`src/design/udiv_pkg.sv`:
```
// Package for the pipelined unsigned divider.
// Holds the default operand width shared by the cell, the output buffer and the top level.
// No dependencies.
`timescale 1ns / 1ps
`default_nettype none
package udiv_pkg;

	localparam int unsigned DIV_WIDTH = 64;

endpackage
`default_nettype wire

```
`src/design/udiv_out_buf.sv`:
```
// Output register with skid stage for the divider pipeline.
// Depends on udiv_pkg for the default width.
`timescale 1ns / 1ps
`default_nettype none
module udiv_out_buf #(
	parameter int unsigned DATA_WIDTH = udiv_pkg::DIV_WIDTH
) (
	input  wire logic                  clk,
	input  wire logic                  arst_n,
	input  wire logic                  pipe_valid,
	input  wire logic [DATA_WIDTH-1:0] pipe_data,
	output logic                       pipe_ready,
	output logic                       out_valid,
	input  wire logic                  out_ready,
	output logic [DATA_WIDTH-1:0]      out_data
);
	import udiv_pkg::*;

	logic                  out_valid_q;
	logic [DATA_WIDTH-1:0] out_data_q;
	logic                  skid_valid_q;
	logic [DATA_WIDTH-1:0] skid_data_q;
	logic                  take;
	logic                  drain;

	assign pipe_ready = !skid_valid_q;
	assign take       = pipe_valid && pipe_ready;
	assign drain      = !out_valid_q || out_ready;

	always_ff @(posedge clk or negedge arst_n) begin
		if (!arst_n) begin
			out_valid_q  <= 1'b0;
			skid_valid_q <= 1'b0;
		end else if (drain) begin
			if (skid_valid_q) begin
				out_valid_q  <= 1'b1;
				skid_valid_q <= 1'b0;
			end else begin
				out_valid_q <= take;
			end
		end else if (take) begin
			skid_valid_q <= 1'b1;
		end
	end

	always_ff @(posedge clk) begin
		if (drain) begin
			if (skid_valid_q) begin
				out_data_q <= skid_data_q;
			end else if (take) begin
				out_data_q <= pipe_data;
			end
		end else if (take) begin
			skid_data_q <= pipe_data;
		end
	end

	assign out_valid = out_valid_q;
	assign out_data  = out_data_q;

endmodule
`default_nettype wire

```
`config.mk`:
```
export PLATFORM = sky130hd
export DESIGN_NAME = udiv_out_buf
export DESIGN_NICKNAME = d
export VERILOG_FILES = /design/src/design/udiv_pkg.sv /design/src/design/udiv_out_buf.sv
export SDC_FILE = /design/constraint.sdc
export NUM_CORES = 1
export LEC_CHECK = 0
export ABC_AREA = 1
export ABC_CLOCK_PERIOD_IN_PS = 8220
export BUFFER_PORTS_ARGS = -buffer_cell sky130_fd_sc_hd__buf_4
export CORE_MARGIN = 2
export CORE_UTILIZATION = 58
export CTS_BUF_LIST = sky130_fd_sc_hd__clkbuf_2
export DETAILED_ROUTE_END_ITERATION = 12
export PLACE_DENSITY = 0.95
export SYNTH_ARGS = -nofsm -noshare
export SYNTH_HDL_FRONTEND = slang
export SYNTH_SLANG_ARGS = --single-unit
export TNS_END_PERCENT = 100
```
`constraint.sdc`:
```
create_clock -name clk -period 8.22 [get_ports clk]
set_input_delay 0.822 -clock clk [delete_from_list [all_inputs] [get_ports clk]]
set_output_delay 0.822 -clock clk [all_outputs]
set_load 0.02 [all_outputs]
```
# [Word level (Yosys, flattened, before mapping)]
# Index checks and enable logic that the tools add are counted.
[classes] mux=5 reduce_logical=8 bitwise_logic=1
[ops] op="$mux 64" n=2
[ops] op="$reduce_and 2->1" n=2
[ops] op="$reduce_bool 2->1" n=2
[ops] op="$mux 1" n=3
[ops] op="$logic_not 1->1" n=2
[ops] op="$logic_and 1x1->1" n=1
[ops] op="$logic_or 1x1->1" n=1
[ops] op="$not 1->1" n=1
[totals] in_bits=68 out_inout_bits=66 elab_cells=18 regBits=130

# [Logic depth before layout (Yosys ltp)]
[depth] ltp_word=4 depth_mapped=5 ltp_nobuf=3

# [Least setup slack after synthesis]
# Ideal clock, no wire load.
[synth_timing] path_type="input to register" from="input port out_ready" to="register skid_data_q[0], enable pin" setup_time_ns=0.487 stages=3 n_path_buf=0 t_required_ns=7.733 setup_slack_ns=4.102 arrival_ns=3.631 cell_sequence="inv_1 -> nand2_1 -> nor2_1"
[synth_between] elab_chain_len=3
[synth_rtl] element="start, declared" line_no="udiv_out_buf.sv:14" text="input wire logic out_ready,"
[synth_rtl] element="$logic_or 1x1->1" line_no="udiv_out_buf.sv:28" text="assign drain = !out_valid_q || out_ready;"
[synth_rtl] element="$not 1->1 (no line)"
[synth_rtl] element="$reduce_and 2->1 (no line)"
[synth_rtl] element="end signal, assigned" line_no="udiv_out_buf.sv:54" text="skid_data_q <= pipe_data;"
[synth_rtl] element="end, declared" line_no="udiv_out_buf.sv:22" text="logic [DATA_WIDTH-1:0] skid_data_q;"
# Every way passes these cells.
# A chain may end at the register's enable or synchronous reset.

# [Worst setup path after layout]
[layout_timing] from="register skid_valid_q" to="output port pipe_ready"
[layout_between] elab_chain_len=1
[layout_rtl] element="start, declared" line_no="udiv_out_buf.sv:21" text="logic skid_valid_q;"
[layout_rtl] element="start signal, assigned" line_no="udiv_out_buf.sv:33" text="skid_valid_q <= 1'b0;"
[layout_rtl] element="start signal, assigned" line_no="udiv_out_buf.sv:37" text="skid_valid_q <= 1'b0;"
[layout_rtl] element="start signal, assigned" line_no="udiv_out_buf.sv:42" text="skid_valid_q <= 1'b1;"
[layout_rtl] element="$logic_not 1->1" line_no="udiv_out_buf.sv:26" text="assign pipe_ready = !skid_valid_q;"
[layout_rtl] element="end, declared" line_no="udiv_out_buf.sv:12" text="output logic pipe_ready,"
# Every way passes these cells.

==> impl_table.tex <==
\begin{tabular}{lr}
\hline
Metric & Value \\
\hline
\multicolumn{2}{l}{\textbf{Critical path}} \\
\quad Crit path max-delay family & flip-flops \\
\quad Worst Path Required & 7400 ps \\
\quad Reg-to-Reg Start & skid\_valid\_q \\
\quad Critical-path maximum fanout & 66 \\
\quad Buffer and inverter count on the worst path & 3 \\
\quad Logic depth of the worst register-to-register path & 3 \\
\quad Signal arrival time at the worst endpoint & 2500 ps \\
\quad Type of destination of the critical path & primary output \\
\quad Setup slack, reg-to-reg & 5600 ps \\
\quad Endpoint of the worst register-to-register path & out\_data[40] \\
\quad Startpoint Class & flop \\
\quad Critical-path cell list & inv\_2, buf\_4, buf\_4 \\
\quad Most used cell along the critical path & buf\_4 \\
\quad Peak per-stage delay on the critical path & 1140 ps \\
\quad Worst setup path class & reg -> out \\
\quad Critical path's slowest cell & dfrtp\_2 \\
\multicolumn{2}{l}{\textbf{Pwr}} \\
\quad Peak ir drop on the vdd network & 131 µV \\
\quad Sequential share of power & 56.3\% \\
\quad Standby leakage power & 2.64 nW \\
\quad Total design power & 0.00143 W \\
\quad Clock power share & 31.6\% \\
\quad Total power density per cell area & 234 nW/µm² \\
\quad Switching share of power & 24.3\% \\
\quad Switching pwr & 0.000349 W \\
\quad P\_int & 0.00108 W \\
\quad Logic gate share of total power & 12.1\% \\
\multicolumn{2}{l}{\textbf{Global route}} \\
\quad Initial antenna violation count & 0 \\
\quad First-pass GRT wire length & 13.9 mm \\
\quad Maximum number of pins on one net before global-route repair & 67 \\
\quad GR Overflow Total & 0 \\
\quad Vias in the first global route & 2,933 \\
\quad Overall track demand over capacity in global routing & 21.4\% \\
\multicolumn{2}{l}{\textbf{Detailed routing}} \\
\quad Wirelength, routed & 9.14 mm \\
\quad Average wire per standard cell & 15.1 µm \\
\quad Highest routed layer & met4 \\
\quad Vias post-DR & 3,055 \\
\quad Met1 Routed Length & 3.56 mm \\
\quad Detail Route met3 WL & 795 µm \\
\quad Initial DRC Count & 229 \\
\quad Final routed DRC violation total & 0 \\
\quad Routed Antenna Nets & 0 \\
\quad Via/cell ratio & 5.03 \\
\quad Pre-antenna DRT Iters & 6 \\
\quad Routed length on met2 & 4.66 mm \\
\multicolumn{2}{l}{\textbf{Cells and area}} \\
\quad Combined area of the multi-input logic cells & 766 µm² \\
\quad Final layout net count & 557 \\
\quad Fraction of layout cells with a size suffix above 1 & 33.9\% \\
\quad Area growth, synth to finish & 28.6\% \\
\quad Storage element area & 3890 µm² \\
\quad Number of antenna diodes & 0 \\
\quad Filler cell count in the final layout & 504 \\
\quad Final std cells w/o fill & 607 \\
\multicolumn{2}{l}{\textbf{STA}} \\
\quad Finish-stage setup viols & 0 \\
\quad Max-slew violation count & 0 \\
\quad Fmax & 0.301 GHz \\
\quad Min cycle time layout & 3320 ps \\
\quad Setup clock skew after layout & 35.6 ps \\
\quad Worst-case headroom to the max-slew limit & 25.6\% \\
\quad Setup repair after global routing missed its margin & false \\
\quad Setup TNS & 0 ps \\
\quad Count of endpoints failing hold in the final timing report & 0 \\
\quad Worst Hold Slack & 347 ps \\
\quad Period utilization & 40.4\% \\
\quad Least-Margin Pin Slew & 1120 ps \\
\multicolumn{2}{l}{\textbf{Placed design}} \\
\quad Detailed placement HPWL & 5.99 mm \\
\quad Port Buffer Count & 133 \\
\quad Total instance count after detailed placement & 574 \\
\quad Placer Congestion & 0.699 \\
\multicolumn{2}{l}{\textbf{CTS}} \\
\quad Clk pin slew, worst setup/hold paths & 210 ps \\
\quad Clock sink count & 130 \\
\quad Number of resized instances in the post-cts repair step & 0 \\
\quad H-tree levels & 4 \\
\quad Clock Tree Root & clkbuf\_2 \\
\quad Setup Fix Bufs, Post-CTS & 0 \\
\quad Number of buffers on the longest clock path & 2 \\
\quad Clock tree from TritonCTS & built \\
\quad Worst skew pair latency & 640 ps \\
\quad TritonCTS Buffers & 17 \\
\multicolumn{2}{l}{\textbf{Synthesis}} \\
\quad Post-synthesis sequential area ratio & 81.7\% \\
\quad Most frequent cells after synthesis & 195 x nand2\_1, 128 x edfxtp\_1, 7 x buf\_4, 5 x nor2\_1, 4 x buf\_6 \\
\quad Post-synth top area share & 80.6\% \\
\quad Top flip-flop cell by instance count after synthesis & edfxtp\_1 \\
\quad Synthesized flop and latch total & 130 \\
\quad Proportion of synthesized flip-flops having asynchronous set or reset & 1.54\% \\
\quad Number of synthesized flops with an enable pin & 128 \\
\quad Netlist Area Pre-Place & 4770 µm² \\
\quad Synth warnings & 0 \\
\quad Cells after synthesis & 347 \\
\quad Most frequent cell after synthesis & nand2\_1 \\
\quad Area contributors post-synth & edfxtp\_1 81\%, nand2\_1 15\%, buf\_4 1.1\% \\
\quad Net Count, Synth & 415 \\
\quad Yosys cell types & 9 \\
\quad Avg Cell Area, Syn & 13.7 µm² \\
\quad Cell accounting for the most synthesized area & edfxtp\_1 \\
\multicolumn{2}{l}{\textbf{Floorplan}} \\
\quad Die Footprint & 8960 µm² \\
\quad Chip Height & 94.7 µm \\
\quad Core footprint & 8090 µm² \\
\quad Ports & 134 \\
\quad Die outline width & 94.7 µm \\
\quad Starting Density & 58.9\% \\
\quad Number of standard-cell rows in the floorplan & 33 \\
\multicolumn{2}{l}{\textbf{Worst hold path}} \\
\quad Classification of the worst-slack hold path & in -> reg \\
\quad Sink of the worst hold path & skid\_data\_q[46] \\
\quad Hold path depth & 1 \\
\quad Min-Delay Startpoint & pipe\_data[46] \\
\multicolumn{2}{l}{\textbf{Run status}} \\
\quad Run status & completed \\
\multicolumn{2}{l}{\textbf{Job}} \\
\quad Max-cap check violation count & 0 \\
\hline
\end{tabular}
[layer usage]
layer  vias to the layer above  track usage, %
li1                       1457               -
met1                      1439            26.9
met2                       142            35.8
met3                        17            6.86
met4                         0            6.76
met5                         -               0
[cell usage in the layout, fill, tap and decap left out, drive strengths merged]
cell type and count:
buf 136, dlygate4sd3 1, clkbuf 17, nand2 195, dfrtp 2, nor2 5, inv 4, clkinv 6
edfxtp 128, bufinv 5, clkinvlp 3
[what timing repair did]
item,4_1_cts,5_1_grt
hold endpoints to repair,2,0
hold buffers,1,0
setup endpoints to repair,0,0
[power groups by stage]
| stage | logic [W] | registers (W) | clock network, W |
|---|---|---|---|
| final | 0.000174 | 0.000806 | 0.000453 |
| after floorplan | 0.0000572 | 0.000852 | 0 |
| after CTS | 0.000175 | 0.000806 | 0.000459 |
| after global placement | 0.000167 | 0.000819 | 0 |
| after global routing | 0.000189 | 0.000810 | 0.000490 |
| after detailed placement | 0.000174 | 0.000820 | 0 |
[registers in the layout, indices dropped and copies added (netlist names)]
| register | flops |
|---|---|
| skid_data_q | 64 |
| out_valid | 1 |
| out_data | 64 |
| skid_valid_q | 1 |
[kinds of logic (layout without fill, tap and decap cells)]
group / count (synthesis) / after routing / share of synthesized area [%]
simple gates: 200 / 200 / 15.7
flops: 130 / 130 / 81.7
buf+inv: 17 / 172 / 2.60
[cell type report]
class,count,area share [%]
Inverter,3,0.184
Clock inverter,15,3.47
Clock buffer,17,1.39
Timing Repair Buffer,137,16.8
Multi-Input combinational cell,200,12.5
Tap cell,105,2.14
Sequential cell,130,63.5
[per-stage QoR]
step                      util (%)  cell area [µm²]  setup WS, ps
after global placement        72.0             5820          5680
after floorplan                  -             4770          4100
final                         75.8             6130          4900
after global routing          75.8             6130          4680
after CTS                     75.8             6130          4890
after detailed placement      72.0             5820          5610
[worst max path at each step]
stage / cells past startpoint / from / end / slack, ps
2_1_floorplan: 3 / out_ready / skid_data_q[0] / 4100
3_3_place_gp: 3 / skid_valid_q / pipe_ready / 5680
3_5_place_dp: 3 / skid_valid_q / pipe_ready / 5610
4_1_cts: 3 / skid_valid_q / pipe_ready / 4890
5_1_grt: 3 / skid_valid_q / pipe_ready / 4680
6_report: 3 / skid_valid_q / pipe_ready / 4900
Note: power is estimated with default switching activity, not from simulation.
