### src/design/udiv_pkg.sv
// Package for the pipelined unsigned divider.
// Holds the default operand width shared by the cell, the output buffer and the top level.
// No dependencies.
`timescale 1ns / 1ps
`default_nettype none
package udiv_pkg;

	localparam int unsigned DIV_WIDTH = 64;

endpackage
`default_nettype wire

### src/design/udiv_cell.sv
// One restoring-division cell: resolves one quotient bit and registers its state.
// Depends on udiv_pkg for the default width.
`timescale 1ns / 1ps
`default_nettype none
module udiv_cell #(
	parameter int unsigned DATA_WIDTH = udiv_pkg::DIV_WIDTH
) (
	input  wire logic                  clk,
	input  wire logic                  arst_n,
	input  wire logic                  en,
	input  wire logic                  valid_i,
	input  wire logic [DATA_WIDTH-1:0] rem_i,
	input  wire logic [DATA_WIDTH-1:0] num_i,
	input  wire logic [DATA_WIDTH-1:0] quo_i,
	input  wire logic [DATA_WIDTH-1:0] den_i,
	output logic                       valid_o,
	output logic [DATA_WIDTH-1:0]      rem_o,
	output logic [DATA_WIDTH-1:0]      num_o,
	output logic [DATA_WIDTH-1:0]      quo_o,
	output logic [DATA_WIDTH-1:0]      den_o
);
	import udiv_pkg::*;

	logic [DATA_WIDTH:0]   trial;
	logic [DATA_WIDTH:0]   diff;
	logic                  qbit;
	logic [DATA_WIDTH-1:0] rem_next;

	logic                  valid_q;
	logic [DATA_WIDTH-1:0] rem_q;
	logic [DATA_WIDTH-1:0] num_q;
	logic [DATA_WIDTH-1:0] quo_q;
	logic [DATA_WIDTH-1:0] den_q;

	always_comb begin
		trial    = {rem_i, num_i[DATA_WIDTH-1]};
		diff     = trial - {1'b0, den_i};
		qbit     = (trial >= {1'b0, den_i});
		rem_next = qbit ? diff[DATA_WIDTH-1:0] : trial[DATA_WIDTH-1:0];
	end

	always_ff @(posedge clk or negedge arst_n) begin
		if (!arst_n) begin
			valid_q <= 1'b0;
		end else if (en) begin
			valid_q <= valid_i;
		end
	end

	always_ff @(posedge clk) begin
		if (en) begin
			rem_q <= rem_next;
			num_q <= {num_i[DATA_WIDTH-2:0], 1'b0};
			quo_q <= {quo_i[DATA_WIDTH-2:0], qbit};
			den_q <= den_i;
		end
	end

	assign valid_o = valid_q;
	assign rem_o   = rem_q;
	assign num_o   = num_q;
	assign quo_o   = quo_q;
	assign den_o   = den_q;

endmodule
`default_nettype wire

### config.mk
export PLATFORM = sky130hd
export DESIGN_NAME = udiv_cell
export DESIGN_NICKNAME = d
export VERILOG_FILES = /design/src/design/udiv_pkg.sv /design/src/design/udiv_cell.sv
export SDC_FILE = /design/constraint.sdc
export NUM_CORES = 1
export LEC_CHECK = 0
export BUFFER_PORTS_ARGS = -buffer_cell sky130_fd_sc_hd__buf_4
export CAP_MARGIN = 20
export CORE_AREA = 4 4 201 203
export CTS_BUF_LIST = sky130_fd_sc_hd__clkbuf_2
export CTS_CLUSTER_SIZE = 10
export DETAILED_ROUTE_END_ITERATION = 16
export DIE_AREA = 0 0 205 207
export GPL_ROUTABILITY_DRIVEN = 0
export SYNTH_ARGS = -nofsm -noshare
export SYNTH_HDL_FRONTEND = slang
export SYNTH_SLANG_ARGS = --single-unit
### constraint.sdc
create_clock -name clk -period 1.3 [get_ports clk]
set_input_delay 0.065 -clock clk [delete_from_list [all_inputs] [get_ports clk]]
set_output_delay 0.065 -clock clk [all_outputs]
set_load 0.02 [all_outputs]
# After elaboration in Yosys (flattened, before gate mapping)
# Cells that the tools add are included.
dict set report classes {
  add_sub_neg 1
  order_cmp 1
  mux 1
}
# cell count
set op_table {}
lappend op_table {{>= comparator 65 x 64 -> 1 bit} 1}
lappend op_table {{two-way mux 64 bit} 1}
lappend op_table {{subtractor 64 bit} 1}
dict set report totals {
  reg_bits 256
  input_bits 260
  out_inout_bits 257
  elab_cells 8
}

# Logic depth before layout (Yosys ltp)
# Gate-level depths: netlist (run 1).
dict set report depth {
  ltp_word 2
  ltp_mapped 15
}

# Least setup slack after synthesis (run 1)
# No wires, ideal clock.
dict set report synth_path {
  path_kind {input to register}
  from {input den_i[2]}
  to {register rem_q[16] (netlist: rem_o[16]), data pin}
  setup_time_ns 0.260
  arrival_time_ns 2.614
  required_ns 1.040
  slack_ns -1.574
  stages 14
  path_buffers 2
  cell_sequence {inv_1 ha_1 nor2_1 a211oi_2 nor2_1 o21bai_2 a31oi_2 o41ai_4 a31oi_4 o21ai_4 a31oi_1 buf_6 buf_6 mux2_4}
}
dict set report synth_via {
  elab_chain_cells 2
  word_cells_on_any_way 3
  cone_classes {add/sub: 1; order compare: 1; mux: 1}
}
# element line
set synth_rtl {}
lappend synth_rtl {{start, declared} udiv_cell.sv:15} ;# input wire logic [DATA_WIDTH-1:0] den_i,
lappend synth_rtl {{subtractor 64 bit or >= comparator 65 x 64 -> 1 bit (tied branches)} {udiv_cell.sv:37, udiv_cell.sv:38}}
lappend synth_rtl {{two-way mux 64 bit (*)} udiv_cell.sv:39} ;# rem_next = qbit ? diff[DATA_WIDTH-1:0] : trial[DATA_WIDTH-1:0];
lappend synth_rtl {{named net rem_next[16]} udiv_cell.sv:27} ;# logic [DATA_WIDTH-1:0] rem_next;
lappend synth_rtl {{end signal, assigned} udiv_cell.sv:52} ;# rem_q <= rem_next;
lappend synth_rtl {{end, declared} udiv_cell.sv:30} ;# logic [DATA_WIDTH-1:0] rem_q;
# Mark *: on every way through the listed nets, which the timed path passes. The rest lies on a longest branch.
# A chain may end at the register's enable or synchronous reset.

# Worst setup path after layout (run 1)
dict set report layout_path {
  from {input den_i[37]}
  to {register rem_q[52] (netlist: rem_o[52]), data pin}
}
# Same word-level chain as after synthesis.

==> summary.txt, run 1 <==
outcome - finished, violations left
failing checks - hold timing, setup timing
synth cell count leaders - edfxtp_1, a21oi_1, inv_1
PwrDens - 1030 nW/um^2
global route total overflow - 0
Leak - 11.4 nW
clk_lat worst skew - 0.91 ns
DIE WIDTH - 205 um
number of synthesized register bits - 256
Worst VDD drop - 0.610 mV
CTS sink count - 256
syn avg cell area - 12.9 sq um
met3 WL - 4.22 mm
CTS Buffer Depth - 3
Tightest Hold Check Type - in -> reg
Async S/R FF share, synth - 0.00391
length of routed wiring on met1 - 22.2 mm
vias per cell - 4.80
PortBufs - 514
Post-synth top flop - edfxtp_1
vias in the first global route - 14116
EDFF count, synth - 255
Synth area leader - edfxtp_1
DRT antenna net count - 0
most frequent cell after synthesis - edfxtp_1
register area share after synthesis - 0.598
Hold WS - -0.676 ns
first-pass detailed-route iteration total - 5
DR vias - 13316
area share of the largest cell type after synthesis - 0.596
Worst Skew - 0 ns
first-pass GRT wire length - 85.3 mm
CTS clock-pin slew for the worst setup and hold paths - 0.09 ns
fmax - 511 MHz
drc violations - 0
Mapped Nets - 1320
final core utilization - 0.670
hpwl dp - 37.4 mm
cell count after placement - 2261
Pwr Total - 26.5 mW
row cnt - 72
Final Max Tran Viols - 0
worst path required time - 1.95 ns
Post-Syn Area - 12900 sq um
Startpoint Class - primary input
DIE HEIGHT - 207 um
TritonCTS clock tree - built
RSZ-0062 raised after global routing - true
final std cells w/o fill - 2776
core region area - 38500 sq um
fin crit share - 1.51
arrival time worst endpoint - 2.60 ns
share of layout cells above drive strength 1 - 0.487
max-cap violation count - 0
distinct cell type count after synthesis - 58
Worst path max stage delay - 0.34 ns
initial antenna violation count - 13
Overall Global Routing Usage - 0.261
setup violators final - 321
initial core utilization - 0.334
Area contributors post-synth - edfxtp_1, ha_1, mux2_4
Crit. End Element - flip-flop
CP cell instances - buf_4, inv_1, ha_1, a21oi_2, o21bai_1, a21oi_2, o21ai_1, a221oi_2, o211ai_1, buf_4, a221oi_2, o21bai_1, xor2_1, mux2_4
Slowest cell on crit path - a221oi_2
DRT iter0 DRCs - 738
# nets final - 2529
largest net degree at the start of global routing - 39
Area Overhead vs Synth - 100%
CP Class - in -> reg
DRT Wirelength - 60.3 mm
H-tree depth - 3
minimum clock period - 1.96 ns
final hold vios - 82
post-synthesis instance total - 995
I/O Pins - 517
CP Max Fanout - 3
clk root buf - clkbuf_2
DR top layer - met5
drt wl/cell - 21.7 um
Yosys Warn Count - 0
area of the die - 42400 sq um
Met2 Wirelength - 30.7 mm
Setup WS post-layout - -0.658 ns
TritonCTS buffer count - 71
[state kept, by name, indices dropped and copies added (netlist names)]
name,cells
den_o,64
num_o,63
quo_o,64
rem_o,64
valid_o,1
[cells by family (layout without fill, tap and decap cells)]
group	Yosys count	after routing	share of synthesized area
other	1	11	0.000292
adder cells (fa/ha/maj)	65	65	0.0638
buffers and inverters	112	1365	0.0366
multiplexers	65	65	0.0701
flip-flops	256	256	0.598
XOR/XNOR	58	58	0.0395
AO/OA/AOI/OAI	240	240	0.121
AND/OR/NAND/NOR	198	198	0.0716
[power by group]
part / switching [mW] / internal [mW] / leakage [nW]
combinational: 4.36 / 5.30 / 8.39
sequential: 0.468 / 10.1 / 2.51
clock: 3.92 / 2.39 / 0.466
[worst max-delay path, delay by kind of cell]
| kind | cells | cell delay [ns] |
|---|---|---|
| buffers and inverters | 3 | 0.39 |
| AOI/OAI and AO/OA | 8 | 1.45 |
| muxes | 1 | 0.27 |
| xor gates and xnor gates | 1 | 0.18 |
| adders and majority gates | 1 | 0.26 |
[cell type report]
class | instances | area, sq um
Timing Repair Buffer | 1168 | 10900
Fill cell | 2703 | 12700
Clock inverter | 20 | 139
Multi-Input combinational cell | 627 | 5570
Clock buffer | 97 | 485
Tap cell | 518 | 648
Inverter | 80 | 335
Antenna cell | 10 | 25.0
Sequential cell | 256 | 7680
[per-stage QoR]
| step | worst slack [ns] | setup TNS [ns] | instance area (sq um) |
|---|---|---|---|
| 2_1_floorplan | -1.40 | -87.82 | 13200 |
| 3_3_place_gp | -1.95 | -107.77 | 19600 |
| 3_5_place_dp | -1.94 | -109.97 | 19600 |
| 4_1_cts | -0.586 | -126.57 | 24800 |
| 5_1_grt | -0.713 | -129.42 | 25800 |
| 6_report | -0.658 | -99.52 | 25800 |
[timing repair]
item                                   4_1_cts  5_1_grt
hold buffers                               317       48
gates resized for setup                    310       83
endpoints found under the hold margin      512      107
buffers inserted                            16       10
setup endpoints to repair                  321      321
pin swaps                                   18       47
cloned                                       2        1
[cell usage in the layout (no fill, tap or decap), types with 11 or more instances in the layout]
cell           Yosys  routed
mux2_2            16      16
a21o_1            31      30
ha_4               0      30
o21ai_0           41      26
a21oi_2            0      18
nand4_1           22      22
nand3_1           11      11
inv_1             80      66
inv_2              0      11
nor2_1            49      44
o21bai_1          17      17
a21oi_1           88      63
dlygate4sd3_1      0     365
mux2_4            46      46
ha_1              64      33
xnor2_1           32      32
xor2_1            26      26
edfxtp_1         255     255
buf_6              6     270
buf_4              1     519
o21ai_1            1      13
clkinv_1           0      12
clkbuf_2           0      97
nor3_1            16      12
nand2_1           66      57
[worst paths after layout]
kind / from / endpoint / slack, ns / cells past startpoint
worst max-delay path: den_i[37] / rem_o[52] / -0.66 / 14
worst min-delay path: den_i[19] / den_o[19] / -0.68 / 1
worst max register to register: valid_o / valid_o / 0.52 / 1
worst min register to register: valid_o / valid_o / 0.57 / 1
max in group asynchronous: arst_n / valid_o / 0.59 / 4
min in group asynchronous: arst_n / valid_o / 0.61 / 4
[routing by layer]
layer | global-route usage | up-vias
met5 | 0 | -
met4 | 0.151 | 6
met3 | 0.0627 | 167
met2 | 0.456 | 596
met1 | 0.287 | 6379
li1 | - | 6168
(Power assumes the default switching activity.)
==> run 2: changes to the inputs <==
- CORE_AREA: 4 4 201 203 -> 2 2 199 201
- DIE_AREA: 0 0 205 207 -> 0 0 201 203
==> run 2 against run 1 <==
Net effect: the flow still finishes with violations (hold timing, setup timing); sequential cell count is the same; worst hold slack lost 0.057 ns; via count shrank 0.12%; routed wire length shrank 3.3%; final area grew 0.81%; clock power grew 5.5%; utilization grew 0.54 points; sequential power is essentially flat; sequential share of layout area shrank 0.24 points; first-iteration DRC count shrank 0.81%; power grew 1.7%; global-route usage grew 0.74 points; critical path type unchanged; largest cell class unchanged; highest routed layer unchanged.
==> summary.txt, run 2 (same netlist as run 1, synthesis figures left out) <==
outcome - finished, violations left
failing checks - hold timing, setup timing
worst path required time - 1.95 ns (about the same)
H-tree depth - 3 (unchanged)
RSZ-0062 raised after global routing - true
final std cells w/o fill - 2784 (+0.29%)
DIE WIDTH - 201 um (-2.0%)
clk root buf - clkbuf_2
clk_lat worst skew - 0.98 ns (+0.07 ns)
internal reg-to-reg setup slack - 0.50 ns (-0.02 ns)
hpwl dp - 36.3 mm (-2.7%)
Worst VDD drop - 0.678 mV (+11%)
Leak - 11.5 nW (+1.2%)
DR vias - 13300 (-0.12%)
CTS sink count - 256 (unchanged)
Setup crit end - rem_o[4]
Crit. End Element - flip-flop
Pwr Total - 27.0 mW (+1.7%)
drc violations - 0 (unchanged)
CP Max Fanout - 7 (+4)
filler instances - 2671 (-1.2%)
commonest non-fill, non-tap cell in the layout - buf_4
drt wl/cell - 21.0 um (-3.6%)
commonest non-fill, non-tap cells in the layout - buf_4, dlygate4sd3_1, buf_6, edfxtp_1, clkbuf_2
# nets final - 2542 (+0.51%)
first-pass GRT wire length - 83.1 mm (-2.6%)
minimum clock period - 1.93 ns (-0.0239 ns)
max-cap violation count - 0 (unchanged)
Final Max Tran Viols - 0 (unchanged)
PwrDens - 1040 nW/um^2 (+0.85%)
first-pass detailed-route iteration total - 5 (unchanged)
max_slew headroom - 0.522
fmax - 517 MHz (+1.2%)
vias per cell - 4.78 (-0.41%)
Reg-to-Reg End - valid_o
row cnt - 72 (unchanged)
R2R cell count - 1 (unchanged)
setup violators final - 321 (unchanged)
CP Class - in -> reg
Worst Skew - 0 ns (unchanged)
TritonCTS buffer count - 73 (+2.8%)
Tightest Hold Check Type - in -> reg
Overall Global Routing Usage - 0.268 (+0.00744)
Reg-to-Reg Start - valid_o
fin crit share - 1.49 (-0.0184)
global route total overflow - 0 (unchanged)
setup TNS - -109.33 ns (-9.81 ns)
Startpoint Class - primary input
vias in the first global route - 14047 (-0.49%)
CTS Buffer Depth - 3 (unchanged)
area of the die - 40800 sq um (-3.8%)
Crit. Startpoint - den_i[16]
arrival time worst endpoint - 2.58 ns (-0.02 ns)
share of layout cells above drive strength 1 - 0.492 (+0.00450)
core region area - 38500 sq um (unchanged)
Worst-Margin Slew - 0.714 ns
TritonCTS clock tree - built
Hold WS - -0.733 ns (-0.0574 ns)
initial core utilization - 0.334 (unchanged)
Min-Delay Startpoint - den_i[38]
cell count after placement - 2271 (+0.44%)
Setup WS post-layout - -0.634 ns (+0.0239 ns)
CTS clock-pin slew for the worst setup and hold paths - 0.11 ns (+0.02 ns)
DIE HEIGHT - 203 um (-1.9%)
final core utilization - 0.675 (+0.00540)
DRT antenna net count - 0 (unchanged)
DRT iter0 DRCs - 732 (-0.81%)
Area Overhead vs Synth - 102%
final hold vios - 85 (+3.7%)
PortBufs - 514 (unchanged)
I/O Pins - 517 (unchanged)
largest net degree at the start of global routing - 63 (+62%)
initial antenna violation count - 6 (-7)
worst hold stages - 1 (unchanged)
DRT Wirelength - 58.3 mm (-3.3%)
## run 2: changes by cell type in the layout (fill, tap and decap cells not counted), moves of 3 or more
cell and delta:
a21oi_2 -3, buf_12 +6, buf_6 -3, buf_8 +3
diode_2 -6, ha_4 -4, inv_4 +4, o21ai_1 -4
o21ai_2 +3
## run 2: routing by layer
| metal | part of all wire | global-route usage |
|---|---|---|
| met1 | 0.38 | 0.307 |
| met2 | 0.51 | 0.466 |
| met3 | 0.065 | 0.0658 |
| met4 | 0.049 | 0.139 |
| met5 | 0.00048 | 0 |
## run 2: worst min-delay path by stage
stage,endpoint,slack [ns]
3_3_place_gp,valid_o,-0.16
4_1_cts,den_o[38],-0.87
2_1_floorplan,valid_o,-0.23
6_report,den_o[38],-0.73
5_1_grt,den_o[10],-0.84
3_5_place_dp,valid_o,-0.16
## run 2: layout make-up
cell class | count | area [sq um] | area share
well taps | 518 | 648 | 0.0250
clock inverters | 22 | 179 | 0.00689
clock buffers | 98 | 490 | 0.0189
diodes | 4 | 10.0 | 0.000385
multi-input cells | 627 | 5510 | 0.212
inverters | 80 | 345 | 0.0133
repair buffers | 1179 | 11100 | 0.428
flip-flops and latches | 256 | 7680 | 0.296
## run 2: timing repair
item	in CTS	in global routing
hold buffers	339	26
setup buffers	11	10
pin swaps	18	43
endpoints found under the setup margin	321	321
gates resized for setup	288	116
endpoints found under the hold margin	512	98
gates cloned	4	3
## run 2: stage by stage
stage / cell area [sq um] / setup WS (ns)
2_1_floorplan: 13200 / -1.40
3_3_place_gp: 19800 / -2.01
3_5_place_dp: 19800 / -2.04
4_1_cts: 25100 / -0.635
5_1_grt: 26000 / -0.678
6_report: 26000 / -0.634
## run 2: worst max-delay path: stages
cell and delay [ns]:
buf_4 0.13, inv_4 0.05, ha_4 0.20, a21oi_4 0.18, o21ai_2 0.09, a21oi_2 0.14, o31ai_2 0.08, a21oi_2 0.17
o41ai_4 0.10, buf_4 0.16, a31oi_4 0.18, o21ai_4 0.09, a31oi_4 0.30, buf_6 0.19, buf_12 0.13, mux2_2 0.33
## run 2: report_power, final
| group | leakage [nW] | switching (mW) | total, mW | internal, mW |
|---|---|---|---|---|
| Clock | 0.493 | 4.02 | 6.67 | 2.64 |
| Combinational | 8.50 | 4.37 | 9.76 | 5.39 |
| Sequential | 2.51 | 0.464 | 10.6 | 10.1 |
